## src/rtl/fcs_pkg.sv

```systemverilog
`timescale 1ns / 1ps
// ============================================================================
// fcs_pkg - shared definitions for the format comment stripper
// Character codes, result and push bundles, and default sizes.
// ============================================================================
package fcs_pkg;

    localparam int CHAR_W              = 16;
    localparam int QUEUE_DEPTH_DEFAULT = 4;

    // Configuration register indexes and APB address width.
    localparam int APB_ADDR_W   = 3;
    localparam int APB_DATA_W   = 32;
    localparam logic [0:0] REG_STRIP_CONTROLS = 1'b0;

    localparam logic [CHAR_W-1:0] CH_SLASH  = 16'h002F;
    localparam logic [CHAR_W-1:0] CH_STAR   = 16'h002A;
    localparam logic [CHAR_W-1:0] CH_APOS   = 16'h0027;
    localparam logic [CHAR_W-1:0] CH_DQUOTE = 16'h0022;
    localparam logic [CHAR_W-1:0] CH_BAR    = 16'h007C;
    localparam logic [CHAR_W-1:0] CH_CR     = 16'h000D;
    localparam logic [CHAR_W-1:0] CH_LF     = 16'h000A;
    localparam logic [CHAR_W-1:0] CH_SPACE  = 16'h0020;
    localparam logic [CHAR_W-1:0] CH_NULL   = 16'h0000;

    // One accepted input character.
    typedef struct packed {
        logic [CHAR_W-1:0] ch;
        logic              last;
    } item_t;

    // One result transaction.
    typedef struct packed {
        logic [CHAR_W-1:0] out_char;
        logic              has_char;
        logic              end_of_text;
    } res_t;

    // Up to two results produced by one character, in order.
    typedef struct packed {
        logic [1:0] count;
        res_t       first;
        res_t       second;
    } push_t;

endpackage

```

## src/rtl/fcs_in_stage.sv

```systemverilog
`timescale 1ns / 1ps
// ============================================================================
// fcs_in_stage - input register
// Holds one accepted character until the scanner consumes it.
// ============================================================================
module fcs_in_stage
    import fcs_pkg::*;
(
    input  logic              aclk,
    input  logic              aresetn,
    input  logic              s_valid,
    output logic              s_ready,
    input  item_t             s_item,
    input  logic              take,
    output logic              item_valid,
    output item_t             item
);

    logic  valid_reg;
    item_t item_reg;

    // A new character may enter when the register is empty or drains this cycle.
    assign s_ready    = !valid_reg || take;
    assign item_valid = valid_reg;
    assign item       = item_reg;

    always_ff @(posedge aclk) begin
        if (!aresetn) begin
            valid_reg <= 1'b0;
        end else if (s_ready) begin
            valid_reg <= s_valid;
        end
    end

    always_ff @(posedge aclk) begin
        if (s_ready && s_valid) begin
            item_reg <= s_item;
        end
    end

endmodule

```

## src/rtl/fcs_scan.sv

```systemverilog
`timescale 1ns / 1ps
// ============================================================================
// fcs_scan - comment and quote scanner
// Tracks quote, comment and held-slash state and forms up to two results.
// ============================================================================
module fcs_scan
    import fcs_pkg::*;
(
    input  logic  aclk,
    input  logic  aresetn,
    input  logic  strip_controls,
    input  logic  item_valid,
    input  item_t item,
    input  logic  room,
    output logic  take,
    output push_t push
);

    typedef enum logic [1:0] {
        MODE_PLAIN   = 2'd0,
        MODE_QUOTE   = 2'd1,
        MODE_COMMENT = 2'd2
    } mode_t;

    typedef enum logic [1:0] {
        QK_NONE   = 2'd0,
        QK_APOS   = 2'd1,
        QK_DQUOTE = 2'd2,
        QK_BAR    = 2'd3
    } quote_t;

    mode_t  mode_reg,    mode_next;
    quote_t quote_reg,   quote_next;
    logic   pending_reg, pending_next;

    quote_t qc;
    logic   plain_path;
    logic   en_held, en_char, en_char_kept, en_tail;
    logic   is_control;
    logic [1:0] n_res;
    res_t   r0, r1;

    assign take = item_valid && room;

    always_comb begin
        if (item.ch == CH_APOS) begin
            qc = QK_APOS;
        end else if (item.ch == CH_DQUOTE) begin
            qc = QK_DQUOTE;
        end else if (item.ch == CH_BAR) begin
            qc = QK_BAR;
        end else begin
            qc = QK_NONE;
        end
    end

    always_comb begin
        mode_next    = mode_reg;
        quote_next   = quote_reg;
        pending_next = pending_reg;
        en_held      = 1'b0;
        en_char      = 1'b0;
        plain_path   = 1'b0;
        unique case (mode_reg)
            MODE_COMMENT: begin
                if (item.ch == CH_CR || item.ch == CH_LF) begin
                    en_char   = 1'b1;
                    mode_next = MODE_PLAIN;
                end
            end
            MODE_QUOTE: begin
                en_char = 1'b1;
                if (qc == quote_reg) begin
                    mode_next  = MODE_PLAIN;
                    quote_next = QK_NONE;
                end
            end
            default: begin
                plain_path = 1'b1;
                if (pending_reg) begin
                    pending_next = 1'b0;
                    if (item.ch == CH_STAR) begin
                        mode_next  = MODE_COMMENT;
                        plain_path = 1'b0;
                    end else begin
                        en_held = 1'b1;
                    end
                end
                if (plain_path) begin
                    if (item.ch == CH_SLASH) begin
                        pending_next = 1'b1;
                    end else begin
                        en_char = 1'b1;
                        if (qc != QK_NONE) begin
                            mode_next  = MODE_QUOTE;
                            quote_next = qc;
                        end
                    end
                end
            end
        endcase
    end

    // Only the scanned character can be a control code; the slash never is.
    assign is_control   = item.ch < CH_SPACE;
    assign en_char_kept = en_char && !(strip_controls && is_control);
    assign en_tail      = item.last && pending_next;
    assign n_res = {1'b0, en_held} + {1'b0, en_char_kept} + {1'b0, en_tail};

    always_comb begin
        r0.out_char    = en_held ? CH_SLASH : (en_char_kept ? item.ch : CH_SLASH);
        r0.has_char    = 1'b1;
        r0.end_of_text = item.last && (n_res == 2'd1);
        r1.out_char    = (en_held && en_char_kept) ? item.ch : CH_SLASH;
        r1.has_char    = 1'b1;
        r1.end_of_text = item.last;
        push.count     = take ? n_res : 2'd0;
        if (item.last && n_res == 2'd0) begin
            // Text ended with nothing to show: send a bare end marker.
            r0.out_char    = CH_NULL;
            r0.has_char    = 1'b0;
            r0.end_of_text = 1'b1;
            push.count     = take ? 2'd1 : 2'd0;
        end
        push.first  = r0;
        push.second = r1;
    end

    always_ff @(posedge aclk) begin
        if (!aresetn) begin
            mode_reg    <= MODE_PLAIN;
            quote_reg   <= QK_NONE;
            pending_reg <= 1'b0;
        end else if (take) begin
            if (item.last) begin
                mode_reg    <= MODE_PLAIN;
                quote_reg   <= QK_NONE;
                pending_reg <= 1'b0;
            end else begin
                mode_reg    <= mode_next;
                quote_reg   <= quote_next;
                pending_reg <= pending_next;
            end
        end
    end

endmodule

```

## src/rtl/fcs_out_queue.sv

```systemverilog
`timescale 1ns / 1ps
// ============================================================================
// fcs_out_queue - result queue
// Small ring buffer: takes one or two results, hands out one a cycle on m_ready.
// ============================================================================
module fcs_out_queue
    import fcs_pkg::*;
#(
    parameter int DEPTH = QUEUE_DEPTH_DEFAULT
)(
    input  logic  aclk,
    input  logic  aresetn,
    input  push_t push,
    output logic  room,
    output logic  m_valid,
    input  logic  m_ready,
    output res_t  m_res
);

    localparam int PTR_W = (DEPTH > 1) ? $clog2(DEPTH) : 1;
    localparam int CNT_W = $clog2(DEPTH + 1);
    localparam logic [PTR_W-1:0] PTR_LAST  = PTR_W'(DEPTH - 1);
    localparam logic [PTR_W-1:0] PTR_ONE   = PTR_W'(1);
    localparam logic [CNT_W-1:0] ROOM_MAX  = CNT_W'(DEPTH - 2);

    res_t mem [DEPTH];

    logic [PTR_W-1:0] wr_ptr_reg, wr_ptr_next, wr_ptr_plus1, wr_ptr_plus2;
    logic [PTR_W-1:0] rd_ptr_reg, rd_ptr_next;
    logic [CNT_W-1:0] count_reg,  count_next;
    logic             pop;

    assign room    = count_reg <= ROOM_MAX;
    assign m_valid = count_reg != '0;
    assign m_res   = mem[rd_ptr_reg];
    assign pop     = m_valid && m_ready;

    assign wr_ptr_plus1 = (wr_ptr_reg == PTR_LAST) ? '0 : wr_ptr_reg + PTR_ONE;
    assign wr_ptr_plus2 = (wr_ptr_plus1 == PTR_LAST) ? '0 : wr_ptr_plus1 + PTR_ONE;

    always_comb begin
        unique case (push.count)
            2'd0:    wr_ptr_next = wr_ptr_reg;
            2'd1:    wr_ptr_next = wr_ptr_plus1;
            default: wr_ptr_next = wr_ptr_plus2;
        endcase
        rd_ptr_next = rd_ptr_reg;
        if (pop) begin
            rd_ptr_next = (rd_ptr_reg == PTR_LAST) ? '0 : rd_ptr_reg + PTR_ONE;
        end
        count_next = count_reg + CNT_W'(push.count) - CNT_W'(pop);
    end

    always_ff @(posedge aclk) begin
        if (!aresetn) begin
            wr_ptr_reg <= '0;
            rd_ptr_reg <= '0;
            count_reg  <= '0;
        end else begin
            wr_ptr_reg <= wr_ptr_next;
            rd_ptr_reg <= rd_ptr_next;
            count_reg  <= count_next;
        end
    end

    always_ff @(posedge aclk) begin
        if (push.count != 2'd0) begin
            mem[wr_ptr_reg] <= push.first;
        end
        if (push.count == 2'd2) begin
            mem[wr_ptr_plus1] <= push.second;
        end
    end

endmodule

```

## src/rtl/format_comment_stripper_core.sv

```systemverilog
`timescale 1ns / 1ps
// ============================================================================
// format_comment_stripper_core - comment stripper for format-script text
// Drops slash-star comments up to the line end outside quotes and can
// remove control characters from what is left.
// ============================================================================
//
// Channel   Direction  Transaction carries
// --------  ---------  ---------------------------------------------------
// s_axis    in         tdata = ch, tlast = last (final character of a text)
// m_axis    out        tdata = out_char, tuser = has_char, tlast = end_of_text
// apb       in/out     register 0 (byte address 0): strip_controls, bit 0
//
// Flow: a character moves from the input register through the scanner into
// the result queue, so one character is taken per cycle while the queue has
// room. For a character that yields two results the output port sets the
// rate, at one result per cycle while m_axis_tready is high.
// Path: input register first, then the result queue that drives m_axis.
// Reset: aresetn is synchronous and active low; it empties the input register
// and the queue, returns the scanner to plain text and sets strip_controls.
// Stalls: input is taken while the queue has room for two results, so a held
// m_axis result stops the input side only once under two entries are free.
//
module format_comment_stripper_core
    import fcs_pkg::*;
#(
    parameter int QUEUE_DEPTH = QUEUE_DEPTH_DEFAULT
)(
    input  logic                  aclk,
    input  logic                  aresetn,

    input  logic                  s_axis_tvalid,
    output logic                  s_axis_tready,
    input  logic [CHAR_W-1:0]     s_axis_tdata,   // [15:0] ch
    input  logic                  s_axis_tlast,

    output logic                  m_axis_tvalid,
    input  logic                  m_axis_tready,
    output logic [CHAR_W-1:0]     m_axis_tdata,   // [15:0] out_char
    output logic                  m_axis_tuser,   // [0] has_char
    output logic                  m_axis_tlast,

    input  logic                  psel,
    input  logic                  penable,
    input  logic                  pwrite,
    input  logic [APB_ADDR_W-1:0] paddr,
    input  logic [APB_DATA_W-1:0] pwdata,
    output logic [APB_DATA_W-1:0] prdata,
    output logic                  pready
);

    // Configuration register. The upper address bit selects the register
    // index; the lower two bits are the byte offset inside the word.
    logic strip_controls_reg;
    logic reg_hit;

    assign pready  = 1'b1;
    assign reg_hit = paddr[APB_ADDR_W-1:2] == REG_STRIP_CONTROLS;
    assign prdata  = reg_hit ? {{(APB_DATA_W-1){1'b0}}, strip_controls_reg} : '0;

    always_ff @(posedge aclk) begin
        if (!aresetn) begin
            strip_controls_reg <= 1'b1;
        end else if (psel && penable && pwrite && pready && reg_hit) begin
            strip_controls_reg <= pwdata[0];
        end
    end

    // Datapath: input register, scanner, result queue.
    item_t s_item, item;
    logic  item_valid, take, room;
    push_t push;
    res_t  m_res;

    assign s_item.ch   = s_axis_tdata;
    assign s_item.last = s_axis_tlast;

    fcs_in_stage u_in_stage (
        .aclk       (aclk),
        .aresetn    (aresetn),
        .s_valid    (s_axis_tvalid),
        .s_ready    (s_axis_tready),
        .s_item     (s_item),
        .take       (take),
        .item_valid (item_valid),
        .item       (item)
    );

    fcs_scan u_scan (
        .aclk           (aclk),
        .aresetn        (aresetn),
        .strip_controls (strip_controls_reg),
        .item_valid     (item_valid),
        .item           (item),
        .room           (room),
        .take           (take),
        .push           (push)
    );

    fcs_out_queue #(
        .DEPTH (QUEUE_DEPTH)
    ) u_out_queue (
        .aclk    (aclk),
        .aresetn (aresetn),
        .push    (push),
        .room    (room),
        .m_valid (m_axis_tvalid),
        .m_ready (m_axis_tready),
        .m_res   (m_res)
    );

    assign m_axis_tdata = m_res.out_char;
    assign m_axis_tuser = m_res.has_char;
    assign m_axis_tlast = m_res.end_of_text;

endmodule

```

## config.mk

```make
export PLATFORM = sky130hd
export DESIGN_NAME = format_comment_stripper_core
export DESIGN_NICKNAME = d
export VERILOG_FILES = /design/src/rtl/fcs_pkg.sv /design/src/rtl/fcs_in_stage.sv /design/src/rtl/fcs_scan.sv /design/src/rtl/fcs_out_queue.sv /design/src/rtl/format_comment_stripper_core.sv
export SDC_FILE = /design/constraint.sdc
export NUM_CORES = 1
export LEC_CHECK = 0
export ABC_CLOCK_PERIOD_IN_PS = 5600
export BUFFER_PORTS_ARGS = -buffer_cell sky130_fd_sc_hd__clkbuf_2
export CORE_UTILIZATION = 50
export DETAILED_ROUTE_END_ITERATION = 7
export GPL_TIMING_DRIVEN = 0
export PLACE_DENSITY = 0.74
export SLEW_MARGIN = 10
export SYNTH_ARGS = -nofsm -noshare
export SYNTH_HDL_FRONTEND = slang
export SYNTH_SLANG_ARGS = --single-unit
```

## constraint.sdc

```tcl
create_clock -name aclk -period 5.6 [get_ports aclk]
set_input_delay 0.56 -clock aclk [delete_from_list [all_inputs] [get_ports aclk]]
set_output_delay 0.56 -clock aclk [all_outputs]
set_load 0.02 [all_outputs]
```

==> results.ini <==
[drt]
first_pass_iters = 7
detail-route-antenna-nets = 0
drt-wirelength-per-cell_um = 16.8
routed.top_layer = met4
dr.first_iter.drc_count = 272
vias = 3652
wl_met1_um = 4910
drc_errors = 0
viasPerCell = 5.43
dr_wl_met2_um = 5510
drt-total-wl_um = 11300
route.met3.wl_um = 649

[sta]
hold_viol_final = 0
clock.fmax_mhz = 193
period_needed_ns = 5.19
setup_viol = 0
final-max-slew-violation-count = 0
slew_headroom_pct = 40.5
rsz0062_at_grt = false
worst_slack_ns = 0.414
tns_ns = 0
period_share_pct = 92.6
fin_skew_ns = 0.0184
worst_slew_pin_slew_ns = 0.891

[setup_path]
crit_slowest_cell = nand2_1
cp.required_ns = 5.60
timing.rr.end = u_out_queue.mem[3][17]$_DFFE_PP_
path_delay_family = simple AND/OR/NAND/NOR gates
r2r-start = u_in_stage.item[9]$_DFFE_PP_
worstPathMaxFanout = 17
critPathCapture = u_out_queue.mem[3][17]$_DFFE_PP_
max_stage_delay_ns = 0.69
start_kind = register
ff2ff_path_depth = 11
arrival_ns = 5.19
cp_common_cell = nand2_1
cp-startpoint = u_in_stage.item[9]$_DFFE_PP_
path_cells = nor4_1 > nand2_1 > o311ai_4 > inv_2 > fa_1 > clkbuf_1 > clkbuf_1 > nor3_1 > nor2_1 > nand2_1 > nand2_1
crit_type = register to register
critPathBufInv = 3
cp-end-kind = register
cp.depth = 11
r2r_slack_ns = 0.41

[synthesis]
async_flop_share_pct = 0
synth_area_sq_um = 5430
synth_cell_types = 51
ys_seq_area_share_pct = 54.4
yosysWarnings = 0
synthFlopType = edfxtp_1
syn_inst = 444
synth_area_per_cell_sq_um = 12.2
synth-seq-cells = 105
synth_edf_count = 85

[pwr]
total_leakage_power_uw = 0.00239
swShare_pct = 33.4
switchingPower_uw = 668
combPwrFrac_pct = 28.1
ir_worst_vdd_mv = 0.160
clock_power_share_pct = 23.5
powerDensity_nw_per_um2 = 326
p_seq_share_pct = 48.3
intPower_uw = 1340

[run]
max_cap_violations = 0

[floorplanning]
die_x_um = 106
die_h_um = 106
initial_utilization_pct = 52.1
die_area_sq_um = 11300
placementRows = 37
io_pins = 112
coreArea_sq_um = 10400

[global_route]
grt_usage_pct = 20.7
grt_pass1_vias = 3485
grt_max_degree = 22
grt_pass1_wl_um = 17700
antenna_found_initial = 0
grt_overflow = 0

[cts]
clock-root-buffer = clkbuf_8
clk_path_buf_depth = 2
h-tree-depth = 3
cts_setup_buffers = 0
cts.sinks = 105
tritoncts = done
cts-resized-gates = 0
clk_pin_slew_ns = 0.11
hold_buffers = 0
cts_inserted_buffers = 9
insertion_delay_ns = 0.38

[final_layout]
diodes = 0
drive_gt1_share_pct = 27.2
largest_reg_flops = 72
final_common_cell = edfxtp_1
layout_common_cells = 85 x edfxtp_1, 47 x clkbuf_2, 33 x nand2_1, 32 x buf_4, 32 x conb_1
nNetsFinal = 606
syn_to_final_growth_pct = 13.2

[placed_design]
dpl_worst_slack_ns = 0.502
io_buffers = 46
dp_hpwl_um = 8030
place_congestion = 0.835

[outcome]
outcome = complete, no violations

[worst_hold_path]
hold_class = input port to register
hp-start = s_axis_tdata[7]

cells in the mapped netlist, drive strengths merged, types with 3 or more instances:
| cell | instances | share of area, % |
|---|---|---|
| edfxtp | 85 | 47 |
| and3 | 44 | 5.6 |
| buf | 36 | 5.0 |
| nand2 | 33 | 2.3 |
| a21oi | 27 | 2.5 |
| nor2 | 21 | 1.5 |
| dfxtp | 20 | 7.4 |
| mux4 | 18 | 7.5 |
| clkbuf | 17 | 1.2 |
| nor2b | 15 | 1.7 |
| ha | 14 | 3.2 |
| nor3 | 13 | 1.3 |
| nand3 | 12 | 1.1 |
| inv | 11 | 0.76 |
| a22o | 8 | 1.3 |
| mux2i | 8 | 1.5 |
| o21ai | 8 | 0.74 |
| and2 | 6 | 0.69 |
| a32oi | 5 | 0.81 |
| a32o | 4 | 0.74 |
| nor4 | 4 | 0.46 |
| xnor2 | 4 | 0.65 |
| a21boi | 3 | 0.41 |
| nand2b | 3 | 0.35 |
final cells by class:
type	instances	area (sq um)
plain buffers	53	337
clock buffers	9	124
clock inverters	7	78.8
fillers	885	4270
inverters	11	41.3
multi-input cells	305	2210
flip-flops and latches	105	2950
well taps	136	170
repair buffers	46	230
how the worst min path moves through the flow:
stage | end | slack, ns | cells past startpoint
final | u_in_stage.item[8]$_DFFE_PP_ | 0.36 | 1
after global routing | u_in_stage.item[10]$_DFFE_PP_ | 0.34 | 1
after CTS | u_in_stage.item[8]$_DFFE_PP_ | 0.34 | 1
after detailed placement | u_out_queue.mem[2][1]$_SDFFE_PP1P_ | 0.46 | 2
after global placement | u_out_queue.mem[2][1]$_SDFFE_PP1P_ | 0.45 | 2
after floorplan | u_out_queue.mem[2][1]$_SDFFE_PP1P_ | 0.43 | 2
metrics by stage:
| step | hold WS [ns] | total power [uW] | cell area, sq um | utilization [%] | cells |
|---|---|---|---|---|---|
| 2_1_floorplan | 0.433 | 1390 | 5540 | - | 474 |
| 3_3_place_gp | 0.452 | 1540 | 5940 | 57.0 | 656 |
| 3_5_place_dp | 0.457 | 1550 | 5940 | 57.0 | 656 |
| 4_1_cts | 0.343 | 2020 | 6140 | 59.0 | 672 |
| 5_1_grt | 0.343 | 2100 | 6140 | 59.0 | 672 |
| 6_report | 0.355 | 2000 | 6140 | 59.0 | 672 |
metal layers:
metal | GRT usage (%) | vias to the layer above
li1 | - | 1778
met1 | 27.9 | 1726
met2 | 34.2 | 133
met3 | 3.25 | 15
met4 | 7.34 | 0
met5 | 0 | -
power groups by stage:
stage	Combinational, uW	Sequential (uW)	Clock [uW]
2_1_floorplan	422	969	0
3_3_place_gp	556	979	0
3_5_place_dp	566	985	0
4_1_cts	567	968	483
5_1_grt	614	975	510
6_report	564	968	472
kinds of logic after synthesis:
family | count (synthesis) | share of synthesized area [%]
muxes | 26 | 8.94
DFF | 105 | 54.4
and+or+nand+nor | 164 | 16.8
xor gates and xnor gates | 5 | 0.807
adders and majority gates | 16 | 3.96
buffers and inverters | 64 | 6.96
AOI/OAI and AO/OA | 62 | 7.95
other | 2 | 0.138
Power figures use the tool's default switching activity.
